### src/hw/rtl/sbcr_pkg.sv
package sbcr_pkg;

  localparam int SOURCE_SIZE_DEF = 64;
  // shade levels above LEVEL_COUNT-1 map to the top ramp character
  localparam int LEVEL_COUNT = 10;
  localparam int RAMP_LEN = 10;

  localparam int GRID_W = 9;   // grid dimension register width
  localparam int CELL_W = 8;   // cell coordinate width
  localparam int DIV_W = 11;   // divisor width: grid dimension times four
  localparam int BASE_W = 10;  // scaled cell coordinate: cell*4+3

  localparam logic [7:0] CH_SPACE = 8'h20;
  localparam logic [7:0] UTF8_LEAD = 8'hE2;
  localparam logic [7:0] UTF8_MID = 8'hA0;
  localparam logic [7:0] UTF8_LAST = 8'h80;

  typedef enum logic [1:0] {
    REG_OUT_WIDTH   = 2'd0,
    REG_OUT_HEIGHT  = 2'd1,
    REG_BRAILLE     = 2'd2,
    REG_INK_THRESH  = 2'd3
  } cfg_reg_t;

  typedef enum logic [2:0] {
    S_IDLE,
    S_DIV,
    S_DWAIT,
    S_READ,
    S_CMP
  } state_t;

  typedef struct packed {
    logic busy;
    logic done;
  } div_status_t;

  // braille dot bit for sub-dot index {row, column}
  function automatic logic [7:0] dot_mask(input logic [2:0] idx);
    logic [7:0] m;
    unique case (idx)
      3'd0: m = 8'h01;
      3'd1: m = 8'h08;
      3'd2: m = 8'h02;
      3'd3: m = 8'h10;
      3'd4: m = 8'h04;
      3'd5: m = 8'h20;
      3'd6: m = 8'h40;
      3'd7: m = 8'h80;
      default: m = 8'h00;
    endcase
    return m;
  endfunction

  function automatic logic [7:0] shade_char(input logic [3:0] level);
    logic [3:0] lv;
    logic [7:0] c;
    lv = level;
    if (lv >= 4'(LEVEL_COUNT)) lv = 4'(LEVEL_COUNT - 1);
    if (lv >= 4'(RAMP_LEN)) lv = 4'(RAMP_LEN - 1);
    unique case (lv)
      4'd0: c = 8'h20;  // ' '
      4'd1: c = 8'h2E;  // '.'
      4'd2: c = 8'h3A;  // ':'
      4'd3: c = 8'h2D;  // '-'
      4'd4: c = 8'h3D;  // '='
      4'd5: c = 8'h2B;  // '+'
      4'd6: c = 8'h2A;  // '*'
      4'd7: c = 8'h23;  // '#'
      4'd8: c = 8'h25;  // '%'
      default: c = 8'h40;  // '@'
    endcase
    return c;
  endfunction

endpackage

### src/hw/rtl/sbcr_div.sv
// Restoring divider, one quotient bit per cycle. The quotient is known to be
// below SOURCE_SIZE, so only QW steps are needed.
module sbcr_div #(
  parameter int SOURCE_SIZE = sbcr_pkg::SOURCE_SIZE_DEF,
  localparam int QW = $clog2(SOURCE_SIZE),
  localparam int NW = sbcr_pkg::BASE_W + $clog2(SOURCE_SIZE + 1)
) (
  input  logic                       clk,
  input  logic                       rst,
  input  logic                       start,
  input  logic [NW-1:0]              numerator,
  input  logic [sbcr_pkg::DIV_W-1:0] divisor,
  output sbcr_pkg::div_status_t      status,
  output logic [QW-1:0]              quotient
);
  import sbcr_pkg::*;

  localparam int CW = (NW > DIV_W + QW) ? NW : DIV_W + QW;
  localparam int KW = $clog2(QW + 1);

  logic [CW-1:0] rem;
  logic [CW-1:0] dsh;
  logic [QW-1:0] quo;
  logic [KW-1:0] cnt;
  logic          busy;
  logic          done;
  logic          fits;

  assign fits = rem >= dsh;

  always_ff @(posedge clk) begin
    if (rst) begin
      busy <= 1'b0;
      done <= 1'b0;
      cnt  <= '0;
    end else begin
      done <= 1'b0;
      if (start) begin
        busy <= 1'b1;
        cnt  <= KW'(QW);
      end else if (busy) begin
        cnt <= cnt - 1'b1;
        if (cnt == KW'(1)) begin
          busy <= 1'b0;
          done <= 1'b1;
        end
      end
    end
  end

  always_ff @(posedge clk) begin
    if (start) begin
      rem <= CW'(numerator);
      dsh <= CW'(divisor) << (QW - 1);
      quo <= '0;
    end else if (busy) begin
      if (fits) rem <= rem - dsh;
      dsh <= dsh >> 1;
      quo <= {quo[QW-2:0], fits};
    end
  end

  assign status.busy = busy;
  assign status.done = done;
  assign quotient = quo;

`ifndef SYNTHESIS
  a_no_restart: assert property (@(posedge clk) disable iff (rst) busy |-> !start)
    else $error("divider restarted while busy");
  a_done_pulse: assert property (@(posedge clk) disable iff (rst) done |=> !done)
    else $error("divider done longer than one cycle");
  a_done_after_busy: assert property (@(posedge clk) disable iff (rst)
    done |-> $past(busy))
    else $error("divider done without work");
`endif

endmodule

### config.mk
export PLATFORM = sky130hd
export DESIGN_NAME = sbcr_div
export DESIGN_NICKNAME = d
export VERILOG_FILES = /design/src/hw/rtl/sbcr_pkg.sv /design/src/hw/rtl/sbcr_div.sv
export SDC_FILE = /design/constraint.sdc
export NUM_CORES = 1
export LEC_CHECK = 0
export BUFFER_PORTS_ARGS = -buffer_cell sky130_fd_sc_hd__buf_4
export CORE_UTILIZATION = 24
export CTS_CLUSTER_DIAMETER = 30
export DETAILED_ROUTE_END_ITERATION = 10
export SLEW_MARGIN = 20
export SYNTH_ARGS = -nofsm -noshare
export SYNTH_HDL_FRONTEND = slang
export SYNTH_SLANG_ARGS = --single-unit
### constraint.sdc
create_clock -name clk -period 4.1 [get_ports clk]
set_input_delay 0.615 -clock clk [delete_from_list [all_inputs] [get_ports clk]]
set_output_delay 0.615 -clock clk [all_outputs]
set_load 0.1 [all_outputs]
# --- After elaboration in Yosys (flattened, before gate mapping) ---
# Index checks and enable logic that the tools add are counted.
op_classes:
  n_eq_ne: 1
  n_mux: 11
  addsub: 2
  n_bitwise: 1
  n_div: 0
  n_mul: 0
  magnitude_cmp: 1
  shifts: 0
  reduce_logical: 5
op_table:
  columns: ["cell", "count"]
  rows:
  - ["$mux 17", 3]
  - ["$mux 16", 2]
  - ["$ge 17x16->1", 1]
  - ["$sub 17x16->17", 1]
  - ["$mux 3", 2]
  - ["$mux 1", 4]
  - ["$reduce_bool 2->1", 2]
  - ["$eq 3x1->1 const B", 1]
  - ["$reduce_or 3->1", 1]
  - ["$sub 3x1->3 const B", 1]
  - ["$reduce_and 2->1", 1]
  - ["$reduce_or 2->1", 1]
  - ["$not 1->1", 1]
totals:
  ff_bits: 44
  output_inout_bits: 8
  ram_bits: 0
  mem_count: 0
  romBits: 0
  latchBits: 0
  inputBits: 31

# --- Logic depth before layout (Yosys ltp) ---
# Gate-level depths: netlist of the first run.
depth:
  word_depth: 4
  depth_mapped: 9
  mapped_depth_nobuf: 8

# --- Worst setup path after synthesis of the first run ---
# OpenSTA, ideal clock, no wires.
synth_path:
  path_kind: "flip-flop to flip-flop"
  start: "reg rem[9]"
  end: "reg rem[0], enable pin"
  t_required_ns: 3.685
  path_stages_with_launch: 9
  slack_ns: 0.817
  arrival_time_ns: 2.868
  cell_sequence: "edfxtp_1 ha_1 clkbuf_2 and3_1 clkbuf_1 nand3_1 o211ai_1 a221oi_1 o21ai_0"
synth_between:
  elab_chain_len: 3
synth_lines:
  columns: ["element", "line_no", "source"]
  rows:
  - ["from (decl)", "sbcr_div.sv:21", "logic [CW-1:0] rem;"]
  - ["from (signal assigned)", "sbcr_div.sv:53", "rem <= CW'(numerator);"]
  - ["from (signal assigned)", "sbcr_div.sv:57", "if (fits) rem <= rem - dsh;"]
  - ["$ge 17x16->1", "sbcr_div.sv:29", "assign fits = rem >= dsh;"]
  - ["$reduce_bool 2->1 (no line)", null, null]
  - ["$reduce_and 2->1 (no line)", null, null]
# No other way between the ends.
# A chain may end at the register's enable or synchronous reset.

# --- Worst setup path after layout of the first run ---
layout_path:
  start: "reg rem[0]"
  end: "reg rem[12], data pin"
layout_between:
  elab_chain_len: 4
layout_lines:
  columns: ["element", "line_no", "source"]
  rows:
  - ["$sub 17x16->17", "sbcr_div.sv:57", null]
  - ["$mux 17", "sbcr_div.sv:57", null]
  - ["$mux 17", "sbcr_div.sv:56", "end else if (busy) begin"]
  - ["$mux 17", "sbcr_div.sv:52", "if (start) begin"]
# No other way between the ends. The select of a mux whose other input is x is not followed.

==> results of run 1 <==
-- critical path, stage by stage, from the launching register on --
cell and delay, ps:
edfxtp_1 330, inv_1 40, ha_1 210, fa_1 420, nand2b_1 170, a211oi_1 580
o31ai_1 230, a21boi_0 240, o31ai_1 100
-- Yosys cell counts (all sizes together), types with 2 or more instances --
master and number:
a31oi 2, a22o 4, o31ai 7, or3 3, xnor2 4, dfxtp 16
o31a 2, a21o 4, nor3 7, buf 5, a21oi 14, o2111ai 2
and2 2, a211o 2, or4 2, nor2 26, inv 27, edfxtp 28
a211oi 2, nand3 8, o21a 4, ha 18, nor4 2, and3 2
nor3b 4, nand2b 3, nand2 43, o211ai 7, nor2b 4, mux2i 14
a221oi 2, clkbuf 15, xor2 3, o21ai 21, a21boi 2
-- through the flow --
stage               power [mW]  std cells  cell area (µm²)
floorplan                 1.16        325             2890
global placement          1.31        489             3280
detailed placement        1.32        489             3280
CTS                       1.78        497             3440
global route              1.90        497             3440
finish                    1.77        497             3440
-- per-layer routing --
metal  part of all wire, %  global-route usage (%)
met3                   4.6                    2.67
met1                    48                    15.4
met5                     0                       0
met4                   1.5                    3.42
met2                    46                    20.0
-- state kept, by name, indices dropped and copies added, names as in the netlist --
signal    flops
rem          17
done          1
dsh          16
cnt           3
quotient      6
busy          1
-- power by group --
group / internal, mW / switching [mW] / total [mW]
logic: 0.291 / 0.438 / 0.729
clock network: 0.266 / 0.182 / 0.448
registers: 0.561 / 0.0318 / 0.593
-- cells by family after synthesis --
family,share of synthesized area [%]
compound gates,19.5
simple gates,18.0
mux,4.86
flops,40.2
xor+xnor,2.12
buf+inv,6.76
fa+ha+maj,8.50
-- final timing paths --
kind / from / to / slack, ps / cells after the start
worst max-delay path: rem[0] / rem[12] / 1500 / 8
worst min-delay path: dsh[0] / dsh[0] / 510 / 2
worst max register to register: rem[0] / rem[12] / 1500 / 8
worst min register to register: dsh[0] / dsh[0] / 510 / 2
-- layout make-up --
| class | instances | area [µm²] | area share, % |
|---|---|---|---|
| multi-input combinational | 234 | 1530 | 44.4 |
| sequential | 44 | 1160 | 33.7 |
| timing repair buffer | 41 | 308 | 8.94 |
| tap | 143 | 179 | 5.20 |
| clock buffer | 6 | 150 | 4.36 |
| inverter | 27 | 101 | 2.94 |
| clock inverter | 2 | 15.0 | 0.436 |
==> flow_summary_export.csv, run 1 <==
group,metric,value,unit
synthesis,yosysTopAreaCell,"edfxtp_1",
synthesis,ys_seq_area_share,40.2,%
timing,setup_viol_count_final,0,
route,final_antenna_net_count,0,
die,rows,39,
clock_tree,cts_resized,0,
synthesis,ys_seq_elements,44,
timing,final_hold_viol_count,0,
finish,layout_commonest_cell,"nand2_1",
die,die_w,112,µm
pwr,leakage,1.42,nW
global_route,grt_max_degree,66,
global_route,antenna_found_initial,0,
global_route,first_global_vias,2408,
timing,period_share,63.3,%
clock_tree,path_clk_slew,70,ps
clock_tree,cts_buffers,5,
synthesis,synth_nets,375,
synthesis,syn_inst,325,
route,vias_per_cell,4.91,
timing,tns,0,ps
pwr,irDropWorstVdd,0.183,mV
timing,finalWorstSetupSlack,1500,ps
worst_hold_path,hold_path_class,"register to register",
die,die_h,112,µm
synthesis,synth-main-ff-cell,"edfxtp_1",
clock_tree,cts_setup_buffers,0,
timing,rsz0062_at_grt,"no",
route,drt-total-wl,7200,µm
worst_setup_path,start_kind,"register",
synthesis,yosysTopAreaCellShare,29.1,%
timing,fmax,385,MHz
placement,place_ws,1580,ps
die,ios,39,
clock_tree,cts_sinks,44,
clock_tree,clk-insertion-delay-late,290,ps
clock_tree,tritoncts,"done",
clock_tree,hold_buffers,0,
timing,clock_skew,7.25,ps
global_route,grt_usage,12.0,%
timing,finalMaxSlewViolations,0,
finish,post-route-util,29.8,%
synthesis,synth-edff-count,28,
global_route,overflow,0,
worst_setup_path,path_max_fanout,4,
worst_setup_path,endpoint_kind,"register",
timing,relSlewSlack,52.7,%
finish,final_cell_mix,"nand2_1 (43), buf_4 (41), edfxtp_1 (28), inv_1 (27), nor2_1 (26)",
synthesis,yosys-top-cells-area,"edfxtp_1 (29%), dfxtp_1 (11%), ha_1 (7.8%), nand2_1 (5.6%), mux2i_1 (4.9%)",
placement,io_buffers,38,
finish,layout-drive-gt1-share,15.0,%
timing,min_period,2600,ps
finish,n_antenna_cell,0,
global_route,grt_pass1_wl,11800,µm
placement,dp_hpwl,5440,µm
placement,place_congestion,0.824,
die,core_area,11600,µm²
synthesis,async_reset_ff_share,0,%
clock_tree,cts_root_buf,"clkbuf_16",
worst_setup_path,arrival,2610,ps
route,wire_per_inst,14.5,µm
synthesis,syn-cell-area,2890,µm²
outcome,violations,"DRC",
die,die-area,12500,µm²
synthesis,yosys_warnings,0,
finish,nets,403,
route,firstDrtPassIters,7,
clock_tree,ctsHtreeMaxLevel,2,
synthesis,post_synth_num_cell_types,56,
finish,nFillCells,1223,
die,start_util,24.9,%
worst_setup_path,cp.required,4110,ps
route,drc,1,
synthesis,syn_avg_cell_area,8.88,µm²
pwr,p_per_area,514,nW/µm²
worst_setup_path,crit_type,"register to register",
timing,tightest_slew,691,ps
finish,syn2layout_area_growth,19.3,%
clock_tree,cts_buffer_depth,2,
route,drtIter0Drc,220,
flow_run,cap_violations,0,
timing,hold-worst-slack,510,ps
outcome,status,"finished, violations left",
route,vias,2442,
(Power assumes the default switching activity.)
==> inputs of run 2 (changes only) <==
Clock period 4.1 ns to 2.5 ns, I/O delays scaled along.
==> run 2 against run 1 <==
Against the previous run: the run now ends clean; maximum frequency grew 6.4%; critical path type unchanged; final area is 4.4% higher; die area is the same; flip-flop and latch count unchanged; largest cell class unchanged; power is 73% higher; sequential power grew 65%; final cell count up 2.6%; first-iteration DRC count down 33%; clock power rose by 64%.
==> flow_summary_export.csv, run 2 (synthesized netlist as in run 1, its figures left out) <==
group,metric,value,unit
worst_setup_path,path_max_fanout,8,
global_route,grt_pass1_wl,12100,µm
route,drtIter0Drc,147,
pwr,p_per_area,849,nW/µm²
worst_setup_path,worstPathCellList,"inv_1, ha_2, a21o_1, a31o_1, or3_2, o311ai_2, a31oi_2",
global_route,antenna_found_initial,0,
route,final_antenna_net_count,0,
worst_setup_path,cp_slowest_cell,"or3_2",
timing,rsz0062_at_grt,"no",
placement,dp_hpwl,5630,µm
finish,largest_register_ffs,17,
clock_tree,ctsHtreeMaxLevel,2,
finish,final_cell_mix,"buf_4 (53), nand2_1 (43), edfxtp_1 (28), inv_1 (27), nor2_1 (26)",
worst_setup_path,rrSetupSlack,60,ps
timing,finalMaxSlewViolations,0,
outcome,status,"finished clean",
die,core_area,11600,µm²
finish,regMostFlops,"rem",
placement,io_buffers,38,
die,ios,39,
timing,finalWorstSetupSlack,58.8,ps
die,start_util,24.9,%
worst_setup_path,reg2reg_to,"rem[14]",
finish,layout_commonest_cell,"buf_4",
timing,setup_viol_count_final,0,
timing,fmax,410,MHz
finish,nets,416,
timing,period_share,97.6,%
pwr,leakage,1.49,nW
global_route,grt_usage,12.2,%
flow_run,cap_violations,0,
route,drc,0,
worst_setup_path,cp.required,2510,ps
clock_tree,cts_sinks,44,
die,die-area,12500,µm²
placement,place_ws,-25.4,ps
clock_tree,path_clk_slew,60,ps
placement,place_congestion,0.859,
worst_setup_path,arrival,2450,ps
clock_tree,cts_buffers,5,
finish,layout.cells.non_filler,510,
worst_setup_path,crit_type,"register to register",
finish,syn2layout_area_growth,24.6,%
worst_hold_path,hold_start,"rst",
placement,dpl_cell_area,3380,µm²
timing,tns,0,ps
finish,n_antenna_cell,0,
clock_tree,clk-insertion-delay-late,290,ps
worst_setup_path,slowest_delay,460,ps
route,drt-total-wl,7210,µm
timing,tightest_slew,518,ps
worst_setup_path,worstReg2RegStart,"dsh[8]",
route,vias,2515,
pwr,irDropWorstVdd,0.326,mV
finish,final_area,3600,µm²
finish,layout-drive-gt1-share,19.9,%
worst_hold_path,hold_end,"busy",
route,vias_per_cell,4.93,
timing,final_hold_viol_count,0,
clock_tree,hold_buffers,0,
clock_tree,cts_root_buf,"clkbuf_16",
route,wire_per_inst,14.1,µm
die,rows,39,
timing,relSlewSlack,64.6,%
timing,clock_skew,8.44,ps
global_route,overflow,0,
route,firstDrtPassIters,4,
clock_tree,cts_buffer_depth,2,
global_route,grt_max_degree,50,
worst_setup_path,start_kind,"register",
worst_setup_path,endpoint_kind,"register",
worst_hold_path,hold_depth,2,
timing,min_period,2440,ps
worst_hold_path,hold_path_class,"input pin to register",
worst_setup_path,reg2reg_depth,7,
global_route,first_global_vias,2454,
placement,dp.cells,500,
die,die_h,112,µm
die,die_w,112,µm
timing,hold-worst-slack,284,ps
clock_tree,tritoncts,"done",
[run 2: cell types whose count changed in the layout (fill, tap and decap cells not counted), sizes merged]
cell,delta
buf,+13
[run 2: metal layers]
layer	track usage (%)	share of wire (%)	vias up
met5	0	0	-
met3	2.50	4.3	6
met2	20.2	48	61
met1	16.4	47	1195
met4	2.34	0.58	0
li1	-	-	1253
[run 2: critical path, delay by kind of cell, from the launching register on]
family | cells | cell delay, ps
buffers and inverters | 1 | 110
and+or+nand+nor | 1 | 460
adders and majority gates | 1 | 330
DFF | 1 | 380
AOI/OAI and AO/OA | 4 | 890
[run 2: layout make-up]
| type | count | area (µm²) |
|---|---|---|
| Clock buffer | 6 | 150 |
| Clock inverter | 2 | 15.0 |
| Sequential cell | 44 | 1160 |
| Fill cell | 1214 | 7970 |
| Tap cell | 143 | 179 |
| Multi-Input combinational cell | 234 | 1570 |
| Inverter | 27 | 101 |
| Timing Repair Buffer | 54 | 418 |
[run 2: through the flow]
stage,utilization [%],total power [mW]
3_5_place_dp,29.3,2.27
5_1_grt,31.1,3.27
3_3_place_gp,29.3,2.25
4_1_cts,30.7,3.03
2_1_floorplan,-,1.91
6_report,31.1,3.05
[run 2: power breakdown]
| part | switching (mW) | internal, mW |
|---|---|---|
| Combinational | 0.769 | 0.573 |
| Clock | 0.298 | 0.436 |
| Sequential | 0.0577 | 0.921 |
[run 2: how the worst max path moves through the flow]
stage / cells after the start / to / startpoint
after global routing: 7 / rem[14] / dsh[8]
after floorplan: 8 / rem[0] / rem[9]
after CTS: 7 / rem[14] / dsh[8]
after global placement: 7 / rem[14] / dsh[8]
final: 7 / rem[14] / dsh[8]
after detailed placement: 7 / rem[14] / dsh[8]
[run 2: repair_timing]
| action | 4_1_cts | 5_1_grt |
|---|---|---|
| pin swaps | 0 | 3 |
| buffers inserted | 0 | 2 |
| gates resized for setup | 2 | 5 |
| endpoints found under the setup margin | 1 | 20 |
